<file path="src/sv/nfpc_mul.sv">
// registered 32x32 signed multiplier shared by all product steps
module nfpc_mul (
  input  logic               clk_i,
  input  logic signed [31:0] a_i,
  input  logic signed [31:0] b_i,
  output logic signed [63:0] p_o
);
  logic signed [63:0] p_q;

  always_ff @(posedge clk_i) begin
    p_q <= a_i * b_i;
  end

  assign p_o = p_q;
endmodule

</file>
<file path="config.mk">
export PLATFORM = sky130hd
export DESIGN_NAME = nfpc_mul
export DESIGN_NICKNAME = d
export VERILOG_FILES = /design/src/sv/nfpc_mul.sv
export SDC_FILE = /design/constraint.sdc
export NUM_CORES = 2
export LEC_CHECK = 0
export BUFFER_PORTS_ARGS = -buffer_cell sky130_fd_sc_hd__buf_2
export CORE_UTILIZATION = 55
export DETAILED_ROUTE_END_ITERATION = 8
export PLACE_DENSITY = 0.75
export REMOVE_ABC_BUFFERS = 1
export SYNTH_ARGS = -nofsm -noshare
export SYNTH_HDL_FRONTEND = slang
export SYNTH_SLANG_ARGS = --single-unit
</file>
<file path="constraint.sdc">
create_clock -name clk_i -period 10.3 [get_ports clk_i]
set_input_delay 3.09 -clock clk_i [delete_from_list [all_inputs] [get_ports clk_i]]
set_output_delay 3.09 -clock clk_i [all_outputs]
set_load 0.03 [all_outputs]
</file>
==> impl_metrics.ini <==
[status]
run_status = complete, no violations

[place]
routabilityCongestion = 0.9266
dp_hpwl_um = 86840
numPortBuffers = 128
placed_cell_area_mm2 = 0.04088

[layout]
final_cell_mix = 1081 x fa_1, 950 x inv_1, 516 x and2_1
fillers = 5519
seqCellArea_mm2 = 0.001281
nets = 5467
final_common_cell = fa_1
finalInstanceArea_mm2 = 0.04127
syn2layout_area_growth_pct = 10.80
post_route_cells_drive_above_1_share_pct = 11.74
largest_reg_flops = 64
multi_input_area_mm2 = 0.03167

[sta]
setup_viol = 0
worst_pin_slew_ns = 0.6595
max_freq_mhz = 99.79
rsz0062_at_grt = false
fin_crit_sh_pct = 97.29
hold_viol = 0
finalMaxSlewViolations = 0
slew_headroom_pct = 55.72
fin_crit_ns = 10.02

[route]
drc_errors = 0
drt_iter0_drc = 1782
antenna_left = 0
vias = 26780
dr.pass1.iters = 5
vias_per_cell = 5.341
drt_wl_total_um = 98270
wl_per_cell_um = 19.59

[worst_setup_path]
worstSetupPathType = in -> reg
cp_top_family = adder cells
crit_fanout = 14
start_kind = input port
crit_buf_inv = 8
cp.depth = 28
worst_path_most_repeated_cell = fa_1
cp-end-kind = register
worstPathArrival_ns = 10.33
cpPeakStageDelay_ns = 0.57
slowest_stage = fa_1
cp_data_required_time_ns = 10.61

[yosys]
ys_ff_latch = 64
synth_edf_count = 0
synthCells = 3884
yosysWarnings = 0
synth_adder_area_share_pct = 64.34
synth_cell_types = 63
ys_async_sr_fraction_pct = 0
syn_area_mm2 = 0.03724
ys_seq_area_share_pct = 3.440
synth_top_family_by_area = adder cells
synth_compound_area_share_pct = 3.464
synth-simple-area-share_pct = 15.37
synthFlopType = dfxtp_1
synth.area.mux_share_pct = 0
synth_xor_area_share_pct = 1.764
synth.avg_cell_area_um2 = 9.589

[grt]
grt_use_total_pct = 30.44
first_global_vias = 29900
grt_first_pass_wirelength_um = 161100
overflow = 0
grt_max_degree = 26
grt_antenna_before_repair = 4

[clock_tree]
holdBufCountCts = 0
cts-root-buf = clkbuf_16
clk_pin_slew_ns = 0.07
clockBufferDepth = 2
cts_made_buffers = 9
htreeDepth = 3
cts_tree = done
numClockSinks = 64

[floorplanning]
start_util_pct = 55.55
core-area_mm2 = 0.06704
rows = 95
die_h_um = 262.2
io_pins = 129
fp.dieW_um = 262.2
die-area_mm2 = 0.06876

[job]
max_cap_violations = 0

[min_path]
hold_path.class = in -> reg
hold_depth = 3
[routing by layer]
metal  track usage [%]  vias to the layer above  wire length (um)
met4             8.903                        4              3157
met5                 0                        -                23
met1             41.42                    14040             40220
met2             49.21                     1010             46620
li1                  -                    11550                 -
met3             6.767                      187              8246
[metrics by stage]
step	instances	setup slack (ns)	util, %	setup TNS (ns)	hold slack (ns)
finish	5015	0.2787	61.55	0	3.408
global route	5014	0.005442	61.55	0	3.417
CTS	5014	0.1119	61.41	0	3.392
detailed placement	4998	-0.2386	60.98	-0.8447	3.526
global placement	4998	-0.1877	60.98	-0.3432	3.526
floorplan	3684	0.1776	-	0	3.212
[worst paths after layout]
kind,from,end,slack [ns]
max,b_i[9],p_o[50]$_DFF_P_,0.28
min,b_i[0],p_o[0]$_DFF_P_,3.41
[kinds of logic (layout without fill, tap and decap cells)]
kind of cell	Yosys count	count (layout)
AOI/OAI and AO/OA	193	193
xor gates and xnor gates	75	75
adders and majority gates	1266	1266
buffers and inverters	1152	1409
DFF	64	64
other	0	1
and+or+nand+nor	1134	1134
[worst min-delay path, delay by kind of cell]
| kind | cells | cell delay, ns |
|---|---|---|
| buf+inv | 2 | 0.44 |
| simple gates | 1 | 0.17 |
[cells in the mapped netlist, types with 2 or more instances]
cell,count,share of area [%]
o211ai_1,3,0.060
a21o_2,2,0.047
o21ai_0,28,0.38
a21boi_0,3,0.060
and2_1,516,8.7
a211oi_2,3,0.10
buf_2,3,0.040
nand3_1,15,0.20
xnor2_1,53,1.2
nand2_1,511,5.2
fa_1,1082,58
inv_1,952,9.6
o21a_1,4,0.081
nand4_1,7,0.12
a31oi_1,12,0.20
clkbuf_1,195,2.0
buf_1,2,0.020
a21o_1,23,0.46
o22a_1,2,0.047
xor2_1,22,0.52
dfxtp_1,64,3.4
o21bai_1,15,0.30
nor2_1,42,0.42
nand2b_1,9,0.15
ha_1,184,6.2
nor2b_1,3,0.050
o31ai_1,6,0.12
or3_1,4,0.067
a211oi_1,4,0.081
and4_1,3,0.071
and3_1,7,0.12
a21oi_1,68,0.91
o21ai_2,2,0.047
nor3_1,6,0.081
[repair_timing]
| action | CTS | global route |
|---|---|---|
| endpoints found under the setup margin | 0 | 8 |
| gates resized for setup | 0 | 34 |
| buffers inserted | 0 | 0 |
[final cells by class]
class,instances,area share (%)
antenna,1,0.006064
clock buffer,9,0.5458
clock inverter,7,0.1395
inverter,952,8.660
multi-input combinational,2668,76.75
sequential,64,3.105
tap,873,2.647
timing repair buffer,441,8.147
Power is left out: the tool's default activity adds up to more than one toggle a clock period on the data nets, which glitch-free logic cannot reach.
