[src/sv/nfpc_pkg.sv]
// shared types, constants and helpers of the newton fractal point classifier
package nfpc_pkg;

  localparam int FRAC_BITS  = 24;
  localparam int ITERATIONS = 255;
  localparam int MAX_DEGREE = 6;
  localparam int NUM_COEFFS = MAX_DEGREE + 1;
  localparam int NUM_ROOTS  = 6;
  localparam int ITER_W     = $clog2(ITERATIONS + 1);
  localparam int CFG_IDX_W  = 4;
  localparam int CFG_DATA_W = 64;

  // squared distance bound for a radius of 0.05
  localparam logic [63:0] DIST_LIMIT = 64'(((64'd1 << (2 * FRAC_BITS)) + 64'd399) / 64'd400);
  localparam logic signed [40:0] ONE_ACC = 41'(64'd1 << FRAC_BITS);

  localparam logic [CFG_DATA_W-1:0] COEFF_RESET [NUM_COEFFS] = '{
    64'd72057594037927936, 64'd0, 64'd18302628885633695744, 64'd144115188075855872,
    64'd0, 64'd0, 64'd0
  };

  localparam logic [CFG_IDX_W-1:0] REG_DEGREE = 4'd0;
  localparam logic [CFG_IDX_W-1:0] REG_COEFF0 = 4'd1;
  localparam logic [CFG_IDX_W-1:0] REG_LAST   = 4'd7;

  localparam logic ACT_LOAD = 1'b0;
  localparam logic ACT_EVAL = 1'b1;

  typedef struct packed {
    logic              action;
    logic [2:0]        root_slot;
    logic signed [31:0] point_re;
    logic signed [31:0] point_im;
  } nfpc_in_t;

  typedef struct packed {
    logic              found;
    logic [2:0]        root_index;
    logic signed [31:0] final_re;
    logic signed [31:0] final_im;
  } nfpc_out_t;

  typedef enum logic [2:0] {
    ST_IDLE,
    ST_HORNER,
    ST_DEN,
    ST_DIV_RE,
    ST_DIV_IM,
    ST_UPDATE,
    ST_CHECK,
    ST_FINISH
  } nfpc_state_e;

  // saturate a wide signed value to the 32-bit range
  function automatic logic signed [31:0] sat32(input logic signed [40:0] v);
    logic signed [40:0] hi;
    logic signed [40:0] lo;
    hi = 41'sd2147483647;
    lo = -41'sd2147483648;
    if (v > hi) begin
      sat32 = 32'sh7fffffff;
    end else if (v < lo) begin
      sat32 = 32'sh80000000;
    end else begin
      sat32 = v[31:0];
    end
  endfunction

  // full scale toward the sign of v, zero for zero
  function automatic logic signed [31:0] sat_sign(input logic signed [31:0] v);
    if (v[31]) begin
      sat_sign = 32'sh80000000;
    end else if (v != 32'sd0) begin
      sat_sign = 32'sh7fffffff;
    end else begin
      sat_sign = 32'sd0;
    end
  endfunction

endpackage

[src/sv/nfpc_div.sv]
// bit-serial restoring divider for the saturated fixed-point quotient
module nfpc_div (
  input  logic               clk_i,
  input  logic               rst_ni,
  input  logic               start_i,
  input  logic [63:0]        mag_i,
  input  logic               neg_i,
  input  logic [63:0]        den_i,
  output logic               done_o,
  output logic signed [31:0] quo_o
);
  import nfpc_pkg::*;

  logic        busy_q;
  logic [5:0]  cnt_q;
  logic        done_q;
  logic [63:0] rem_q;
  logic [7:0]  dlo_q;
  logic [31:0] q_q;
  logic        ovf_q;
  logic        neg_q;
  logic [63:0] den_q;
  logic [64:0] trial;
  logic        take;

  assign trial = {rem_q, dlo_q[7]};
  assign take  = trial >= {1'b0, den_q};

  always_ff @(posedge clk_i or negedge rst_ni) begin
    if (!rst_ni) begin
      busy_q <= 1'b0;
      cnt_q  <= '0;
      done_q <= 1'b0;
    end else begin
      done_q <= 1'b0;
      if (start_i) begin
        // quotient of 2^32 or more saturates without iterating
        if ({8'd0, mag_i} >= {den_i, 8'd0}) begin
          done_q <= 1'b1;
        end else begin
          busy_q <= 1'b1;
          cnt_q  <= 6'd32;
        end
      end else if (busy_q) begin
        cnt_q <= cnt_q - 6'd1;
        if (cnt_q == 6'd1) begin
          busy_q <= 1'b0;
          done_q <= 1'b1;
        end
      end
    end
  end

  always_ff @(posedge clk_i) begin
    if (start_i) begin
      ovf_q <= {8'd0, mag_i} >= {den_i, 8'd0};
      neg_q <= neg_i;
      den_q <= den_i;
      rem_q <= {8'd0, mag_i[63:8]};
      dlo_q <= mag_i[7:0];
      q_q   <= '0;
    end else if (busy_q) begin
      rem_q <= take ? 64'(trial - {1'b0, den_q}) : trial[63:0];
      dlo_q <= {dlo_q[6:0], 1'b0};
      q_q   <= {q_q[30:0], take};
    end
  end

  always_comb begin
    if (ovf_q || q_q[31]) begin
      quo_o = neg_q ? 32'sh80000000 : 32'sh7fffffff;
    end else begin
      quo_o = neg_q ? -$signed(q_q) : $signed(q_q);
    end
  end

  assign done_o = done_q;
endmodule

[config.mk]
export PLATFORM = sky130hd
export DESIGN_NAME = nfpc_div
export DESIGN_NICKNAME = d
export VERILOG_FILES = /design/src/sv/nfpc_pkg.sv /design/src/sv/nfpc_div.sv
export SDC_FILE = /design/constraint.sdc
export NUM_CORES = 1
export LEC_CHECK = 0
export BUFFER_PORTS_ARGS = -buffer_cell sky130_fd_sc_hd__buf_2
export CORE_ASPECT_RATIO = 0.9
export CORE_MARGIN = 2
export CORE_UTILIZATION = 30
export CTS_CLUSTER_SIZE = 8
export DETAILED_ROUTE_END_ITERATION = 10
export PLACE_DENSITY_LB_ADDON = 0.3
export SETUP_SLACK_MARGIN = 0.05
export SLEW_MARGIN = 20
export SYNTH_ARGS = -nofsm -noshare
export SYNTH_HDL_FRONTEND = slang
export SYNTH_SLANG_ARGS = --single-unit
[constraint.sdc]
create_clock -name clk_i -period 4.1 [get_ports clk_i]
set_clock_uncertainty 0.15 [all_clocks]
set_input_delay 0 -clock clk_i [delete_from_list [all_inputs] [get_ports clk_i]]
set_output_delay 0 -clock clk_i [all_outputs]
set_load 0.05 [all_outputs]
==> flow_summary.ini, run 1 <==
[clock_network]
post-cts-setup-buffer-count = 0
worst_skew_pair.late_latency_ns = 0.47
clockBufferDepth = 2
tritoncts = yes
htreeDepth = 4
clk_pin_slew_ns = 0.07
cts.sinks = 178
cts_made_buffers = 17
cts-root-buf = clkbuf_16

[job]
timing.max_cap.violations = 0

[drt]
routedWlPerCell_um = 15.8
wl_um = 37800
first_pass_iters = 5
drcViolationCount = 0
first_iter_violations = 684
vias = 11900
vias_per_cell = 5.00
drtAntennaViolNets = 0

[critical_path]
cp.arrival_ns = 3.85
cp_cell_sequence = ha_1 -> and3_1 -> o211a_1 -> o31ai_1 -> buf_4 -> a2111oi_4 -> nor3_2 -> o31ai_4 -> a31oi_2 -> buf_4 -> or3_1 -> mux2i_1 -> nor3_1
path_common_cell = buf_4
path_max_fanout = 17
crit_type = register to register
cp_slowest_stage_delay_ns = 0.48
ff2ff_setup_slack_ns = 0.30
critPathSlowestCell = a2111oi_4
crit_path_end_kind = register
critPathRequiredTime_ns = 4.15
start_kind = register

[synthesis]
synth_top_area_share = 0.290
synth_top_family_by_area = compound AO/OA/AOI/OAI gates
synth-seq-cells = 178
yosys_warnings = 0
synth.area.top_cells = edfxtp_1 29%, ha_1 11%, dfxtp_1 5.9%
synthSimpleGateAreaFrac = 0.156
syn_inst = 1501
syn_area_mm2 = 0.0135
synth-async-reset-ratio = 0.0449
syn-num-nets = 1757
synth.yosys.seq_area_share = 0.364
syn_avg_cell_area_um2 = 8.98
yosysMostFrequentCell = nor2_1
synth-compound-area-share = 0.188
synth-xor-area-share = 0.0416
synth_common_cells = 154 x nor2_1, 149 x a21oi_1, 142 x inv_1
yosysUniqueCellTypes = 78
synth_mux_area_frac = 0.0728
synth_edf_count = 130
synth_fa_ha_area_frac = 0.116
synth_flop_cell = edfxtp_1
synth_top_cell_by_area = edfxtp_1

[timing]
grt_setup_unrepaired = no
fin_crit_ns = 3.80
hold_ws_ns = 0.0992
setup_violations = 0
slew_viol_final = 0
hold_viol = 0
clock.fmax_mhz = 263
period_share = 0.926
worstMarginPinSlew_ns = 0.843
setup_tns_ns = 0
maxSlewHeadroom = 0.438

[die]
die_w_um = 227
core_mm2 = 0.0442
rows = 73
start_util = 0.305
dieHeight_um = 205
fp.dieArea_mm2 = 0.0466
io_pins = 165

[placed_design]
portBuffers = 164
hpwl_um = 28400
gp_congestion = 0.876
dp.cells = 2220

[grt]
grt_pass1_vias = 11700
grt_overflow = 0
grt_pass1_wl_um = 60100
grt_util_all_layers = 0.164
antenna_found_initial = 5
grt_max_degree = 74

[final_layout]
final_util = 0.384
nets = 2029
layout.cells.non_filler = 2389
layout-drive-gt1-share = 0.169
area_growth_pct = 25.9

[worst_hold_path]
hold_path.class = primary input to register

[power_and_ir_drop]
ir_worst_vdd_v = 0.000331
power.density_mw_per_mm2 = 593
p_leak_nw = 7.69

[run_status]
status = finished clean
## path summary, 6_finish.rpt
path / end / depth (start not counted) / startpoint
worst max-delay path: rem_q[51] / 13 / rem_q[5]
worst min-delay path: den_q[19] / 2 / den_i[19]
worst max register to register: rem_q[51] / 13 / rem_q[5]
worst min register to register: rem_q[63] / 2 / rem_q[63]
max in group asynchronous: busy_q / 3 / rst_ni
min in group asynchronous: cnt_q[1] / 3 / rst_ni
## logic make-up (layout without fill, tap and decap cells)
logic type / Yosys count / after routing
mux: 91 / 91
fa+ha+maj: 124 / 124
xor+xnor: 64 / 64
compound gates: 393 / 393
other cells: 0 / 4
buf+inv: 212 / 496
flops: 178 / 178
simple gates: 439 / 439
## cell usage in the layout (no fill, tap or decap), types with 18 or more instances in the layout
cell / synthesis / layout
ha_1: 123 / 123
nand3_1: 18 / 18
nor2_1: 154 / 154
nand4_1: 32 / 32
mux2_2: 56 / 56
buf_2: 19 / 160
dlygate4sd3_1: 0 / 134
buf_4: 2 / 24
dfxtp_1: 40 / 40
inv_1: 142 / 141
edfxtp_1: 130 / 130
o21ai_0: 67 / 67
mux2i_1: 35 / 35
nand2_1: 110 / 110
a21o_1: 53 / 53
a21oi_1: 149 / 149
xor2_1: 33 / 33
xnor2_1: 31 / 31
## per-layer routing
metal / global-route usage / vias up / wire, µm
met3: 0.0295 / 31 / 1670
met4: 0.0460 / 0 / 549
met5: 0 / - / 0
li1: - / 5983 / -
met1: 0.231 / 5673 / 18700
met2: 0.256 / 247 / 16900
## stage by stage
| stage | setup slack [ns] | cell area [µm²] | total power [W] |
|---|---|---|---|
| 2_1_floorplan | 0.663 | 13500 | 0.00686 |
| 3_3_place_gp | 0.212 | 15000 | 0.00819 |
| 3_5_place_dp | 0.144 | 15000 | 0.00821 |
| 4_1_cts | 0.0776 | 16900 | 0.0101 |
| 5_1_grt | 0.0588 | 17000 | 0.0109 |
| 6_report | 0.301 | 17000 | 0.0101 |
## power breakdown
part	switching [W]	internal, W	total, W
clock network	0.000760	0.000905	0.00167
registers	0.000246	0.00243	0.00267
logic	0.00337	0.00234	0.00572
## layout make-up
| type | instances | area (µm²) |
|---|---|---|
| sequential | 178 | 4910 |
| clock buffer | 18 | 429 |
| clock inverter | 13 | 149 |
| inverter | 142 | 533 |
| timing repair buffer | 323 | 2390 |
| multi-input combinational | 1111 | 7790 |
| fill | 4490 | 27200 |
| tap | 600 | 751 |
| antenna | 4 | 10.0 |
## critical path: cells and delay by family (launching register included)
family	cells	cell delay [ns]
DFF	1	0.40
adders and majority gates	1	0.38
muxes	1	0.22
AOI/OAI and AO/OA	5	1.20
buffers and inverters	2	0.42
and+or+nand+nor	4	0.76
## registers in the layout (all words and copies together) (netlist names)
signal and flops:
done_o 1, ovf_q 1, rem_q 64, den_q 64, q_q 32, neg_q 1
cnt_q 6, busy_q 1, dlo_q 8
## what timing repair did
item                                   4_1_cts  5_1_grt
endpoints found under the hold margin      163        0
hold buffers                               134        0
resized for setup                            0       13
setup endpoints to repair                    0       51
Note: power is estimated with default switching activity, not from simulation.
==> inputs of run 2 (changes only) <==
- clock period: 4.1 -> 4.8 ns (I/O delays scaled with it)
==> flow_summary.ini, run 2 (same netlist as run 1, synthesis figures left out) <==
[run_status]
status = finished clean

[critical_path]
critPathSlowestCell = o31ai_1
cp_cell_sequence = ha_1 -> nor2b_1 -> o31a_1 -> o31ai_1 -> a2111oi_4 -> nor3_2 -> o31ai_4 -> a31o_4 -> buf_4 -> nor2_1 -> a21oi_1 -> mux2_2 -> dlygate4sd3_1
start_kind = register
cp.arrival_ns = 4.54
cp_slowest_stage_delay_ns = 0.60
crit_buf_inv = 2
critical-path-top-delay-family = compound AO/OA/AOI/OAI gates
crit_path_end_kind = register
crit_type = register to register
critPathRequiredTime_ns = 4.86
path_max_fanout = 27

[grt]
antenna_found_initial = 7
grt_max_degree = 157
grt_util_all_layers = 0.165
grt_overflow = 0
grt_pass1_vias = 11700
grt_pass1_wl_um = 60800

[power_and_ir_drop]
ir_worst_vdd_v = 0.000262
power.density_mw_per_mm2 = 508
p_leak_nw = 7.60

[drt]
vias = 12000
first_iter_violations = 856
routedWlPerCell_um = 16.1
drtAntennaViolNets = 0
vias_per_cell = 5.04
first_pass_iters = 5
wl_um = 38200
drcViolationCount = 0

[clock_network]
tritoncts = yes
cts-root-buf = clkbuf_16
clk_pin_slew_ns = 0.07
post-cts-setup-buffer-count = 0
cts_made_buffers = 17
worst_skew_pair.late_latency_ns = 0.46
cts.sinks = 178
htreeDepth = 4
clockBufferDepth = 2

[placed_design]
hpwl_um = 28100
portBuffers = 164
gp_congestion = 0.863
dp.cells = 2205
pre_cts_ws_ns = 0.544

[timing]
hold_ws_ns = 0.102
slew_viol_final = 0
worst_slack_ns = 0.323
setup_violations = 0
setup_tns_ns = 0
maxSlewHeadroom = 0.297
worstMarginPinSlew_ns = 1.04
clock.fmax_mhz = 223
period_share = 0.933
grt_setup_unrepaired = no
fin_crit_ns = 4.48
hold_viol = 0

[final_layout]
nets = 2014
final_common_cell = buf_2
mostFrequentLayoutCells = 163 x buf_2, 154 x nor2_1, 149 x a21oi_1
layout-drive-gt1-share = 0.161
top_regs = den_q (64), rem_q (64), q_q (32)
final_util = 0.380
layout.cells.non_filler = 2375
area_growth_pct = 24.7

[job]
timing.max_cap.violations = 0

[die]
die_w_um = 227
fp.dieArea_mm2 = 0.0466
start_util = 0.305
io_pins = 165
rows = 73
core_mm2 = 0.0442
dieHeight_um = 205

[worst_hold_path]
hold_path.class = primary input to register
## run 2: changes by cell type in the layout (fill, tap and decap cells not counted), sizes merged
cell / change
clkinv: +1
buf: -14
clkbuf: -2
a31o: +1
clkinvlp: +2
dlygate4sd3: -1
inv: -1
## run 2: layer usage
metal  wire length [µm]  global-route usage  up-vias
met5                 44                   0        -
met4                441              0.0397        6
met3               1960              0.0387       38
met2              17200               0.261      289
met1              18600               0.227     5677
li1                   -                   -     5965
## run 2: path summary, 6_finish.rpt
kind | cells after the start | endpoint | slack [ns] | from
min reg2reg | 2 | rem_q[63] | 0.34 | rem_q[63]
min | 2 | neg_q | 0.10 | neg_i
max | 13 | rem_q[24] | 0.32 | rem_q[0]
max reg2reg | 13 | rem_q[24] | 0.32 | rem_q[0]
max in group asynchronous | 3 | busy_q | 3.83 | rst_ni
min in group asynchronous | 3 | cnt_q[2] | 0.38 | rst_ni
## run 2: power by group
part | total (W) | internal, W | switching, W
Sequential | 0.00227 | 0.00207 | 0.000198
Combinational | 0.00482 | 0.00192 | 0.00291
Clock | 0.00144 | 0.000771 | 0.000666
Total | 0.00853 | 0.00476 | 0.00377
## run 2: cell type report
class,count,area [µm²]
clock buffers,17,425
well taps,600,751
fillers,4548,27400
repair buffers,307,2250
flip-flops and latches,178,4910
diodes,4,10.0
clock inverters,15,155
multi-input cells,1112,7770
inverters,142,533
## run 2: metrics by stage
| step | cell area [µm²] | power, W |
|---|---|---|
| floorplan | 13500 | 0.00586 |
| global placement | 14900 | 0.00691 |
| detailed placement | 14900 | 0.00693 |
| CTS | 16800 | 0.00851 |
| global route | 16800 | 0.00923 |
| finish | 16800 | 0.00853 |
## run 2: timing repair
| item | CTS | global route |
|---|---|---|
| hold endpoints to repair | 155 | 0 |
| hold buffers | 133 | 0 |
| endpoints found under the setup margin | 0 | 1 |
| gates resized for setup | 0 | 1 |
==> inputs of run 3 (changes only) <==
- MAX_ROUTING_LAYER: not set -> met4
- clock period: 4.8 -> 4.7 ns (I/O delays scaled with it)
==> flow_summary.ini, run 3 (same netlist as run 1, synthesis figures left out) <==
[run_status]
status = finished clean

[final_layout]
layout-drive-gt1-share = 0.160
fin_area_mm2 = 0.0169
top_regs = den_q (64), rem_q (64), q_q (32)
final_common_cell = buf_2
nets = 2021
area_growth_pct = 25.2
mostFrequentLayoutCells = 163 x buf_2, 154 x nor2_1, 149 x a21oi_1

[drt]
wl_um = 37900
first_pass_iters = 4
first_iter_violations = 834
vias = 12000
routedWlPerCell_um = 15.9
drtAntennaViolNets = 0
drcViolationCount = 0
vias_per_cell = 5.03

[die]
core_mm2 = 0.0442
rows = 73
fp.dieArea_mm2 = 0.0466
die_w_um = 227
io_pins = 165
dieHeight_um = 205
start_util = 0.305

[critical_path]
critPathRequiredTime_ns = 4.77
path_max_fanout = 11
ff2ff_setup_slack_ns = 0.29
critical-path-top-delay-family = compound AO/OA/AOI/OAI gates
start_kind = register
r2r_cells = 13
crit_type = register to register
timing.rr.end = rem_q[3]
critPathSlowestCell = o31ai_1
crit_path_end_kind = register
reg2reg_from = rem_q[0]
crit_buf_inv = 2
cp.arrival_ns = 4.48
cp_slowest_stage_delay_ns = 0.59
cp_cell_sequence = ha_1 -> nor2b_1 -> o31a_1 -> o31ai_1 -> a2111oi_2 -> nor3_2 -> o31ai_4 -> a31oi_2 -> buf_4 -> a211oi_1 -> a21o_1 -> mux2_2 -> dlygate4sd3_1

[grt]
grt_overflow = 0
grt_util_all_layers = 0.169
antenna_found_initial = 4
grt_max_degree = 141
grt_pass1_wl_um = 60700
grt_pass1_vias = 11600

[worst_hold_path]
hold-path-cell-count = 2
min_to = neg_q
holdCritStartpoint = neg_i
hold_path.class = primary input to register

[clock_network]
clockBufferDepth = 2
cts-root-buf = clkbuf_16
cts_made_buffers = 17
tritoncts = yes
htreeDepth = 4
worst_skew_pair.late_latency_ns = 0.47
cts.sinks = 178
clk_pin_slew_ns = 0.07

[power_and_ir_drop]
power_frac_clock = 0.168
power.density_mw_per_mm2 = 515
switchingPower_w = 0.00383
p_leak_nw = 7.65
pwr-share-seq = 0.268
ir_worst_vdd_v = 0.000303
power.internal_w = 0.00487
p_total_w = 0.00869
swShare = 0.440
comb_power_share = 0.565

[placed_design]
place_area_mm2 = 0.0149
portBuffers = 164
hpwl_um = 28100
gp_congestion = 0.871

[timing]
maxSlewHeadroom = 0.454
fin_crit_ns = 4.41
worstMarginPinSlew_ns = 0.820
period_share = 0.938
grt_setup_unrepaired = no
setup_violations = 0
slew_viol_final = 0
hold_viol = 0
clock.fmax_mhz = 227
setup_tns_ns = 0

[job]
timing.max_cap.violations = 0
## run 3: changes by cell type in the layout (fill, tap and decap cells not counted)
| cell | change |
|---|---|
| a2111oi_4 | -1 |
| clkinv_1 | -1 |
| clkinv_4 | +3 |
| buf_4 | -1 |
| a31o_2 | -1 |
| clkinvlp_4 | -2 |
| dlygate4sd3_1 | +8 |
| clkinv_2 | +1 |
| inv_6 | -1 |
| a2111oi_2 | +1 |
| buf_12 | +1 |
| clkinvlp_2 | -1 |
## run 3: metrics by stage
stage,setup WS [ns],utilization,hold WS (ns),instances
final,0.289,0.382,0.104,2381
after global routing,0.0760,0.382,0.0881,2381
after CTS,0.305,0.381,0.0732,2377
after detailed placement,0.483,0.336,-0.294,2205
after global placement,0.593,0.336,-0.294,2205
after floorplan,1.26,-,-0.446,1501
## run 3: worst max-delay path by stage
stage               startpoint        end  slack, ns  cells after the start
floorplan            rem_q[21]  rem_q[28]       1.26                     12
global placement      rem_q[5]  rem_q[63]       0.59                     12
detailed placement    rem_q[5]  rem_q[63]       0.48                     12
CTS                   den_q[1]   rem_q[3]       0.31                     14
global route          rem_q[0]   rem_q[3]       0.08                     13
finish                rem_q[0]   rem_q[3]       0.29                     13
## run 3: layout make-up
| class | instances | area (µm²) |
|---|---|---|
| diodes | 4 | 10.0 |
| flip-flops and latches | 178 | 4910 |
| multi-input cells | 1111 | 7750 |
| clock inverters | 14 | 154 |
| inverters | 142 | 533 |
| clock buffers | 17 | 425 |
| repair buffers | 315 | 2340 |
| fillers | 4537 | 27300 |
| well taps | 600 | 751 |
## run 3: power groups by stage
stage	combinational [W]	sequential, W	clock (W)
final	0.00491	0.00233	0.00146
after global routing	0.00545	0.00237	0.00157
after CTS	0.00487	0.00232	0.00150
after detailed placement	0.00474	0.00235	0
after global placement	0.00471	0.00235	0
after floorplan	0.00370	0.00229	0
## run 3: per-layer routing
layer | vias to the layer above | share of wire | track usage
met2 | 243 | 0.45 | 0.260
met1 | 5734 | 0.49 | 0.231
met4 | 0 | 0.011 | 0.0390
met3 | 26 | 0.042 | 0.0318
li1 | 5973 | - | -
met5 | - | 0 | -
## run 3: timing repair
item                      in CTS  in global routing
buffers inserted               0                  0
hold endpoints to repair     156                  0
hold buffers                 141                  0
gates resized for setup        0                  0
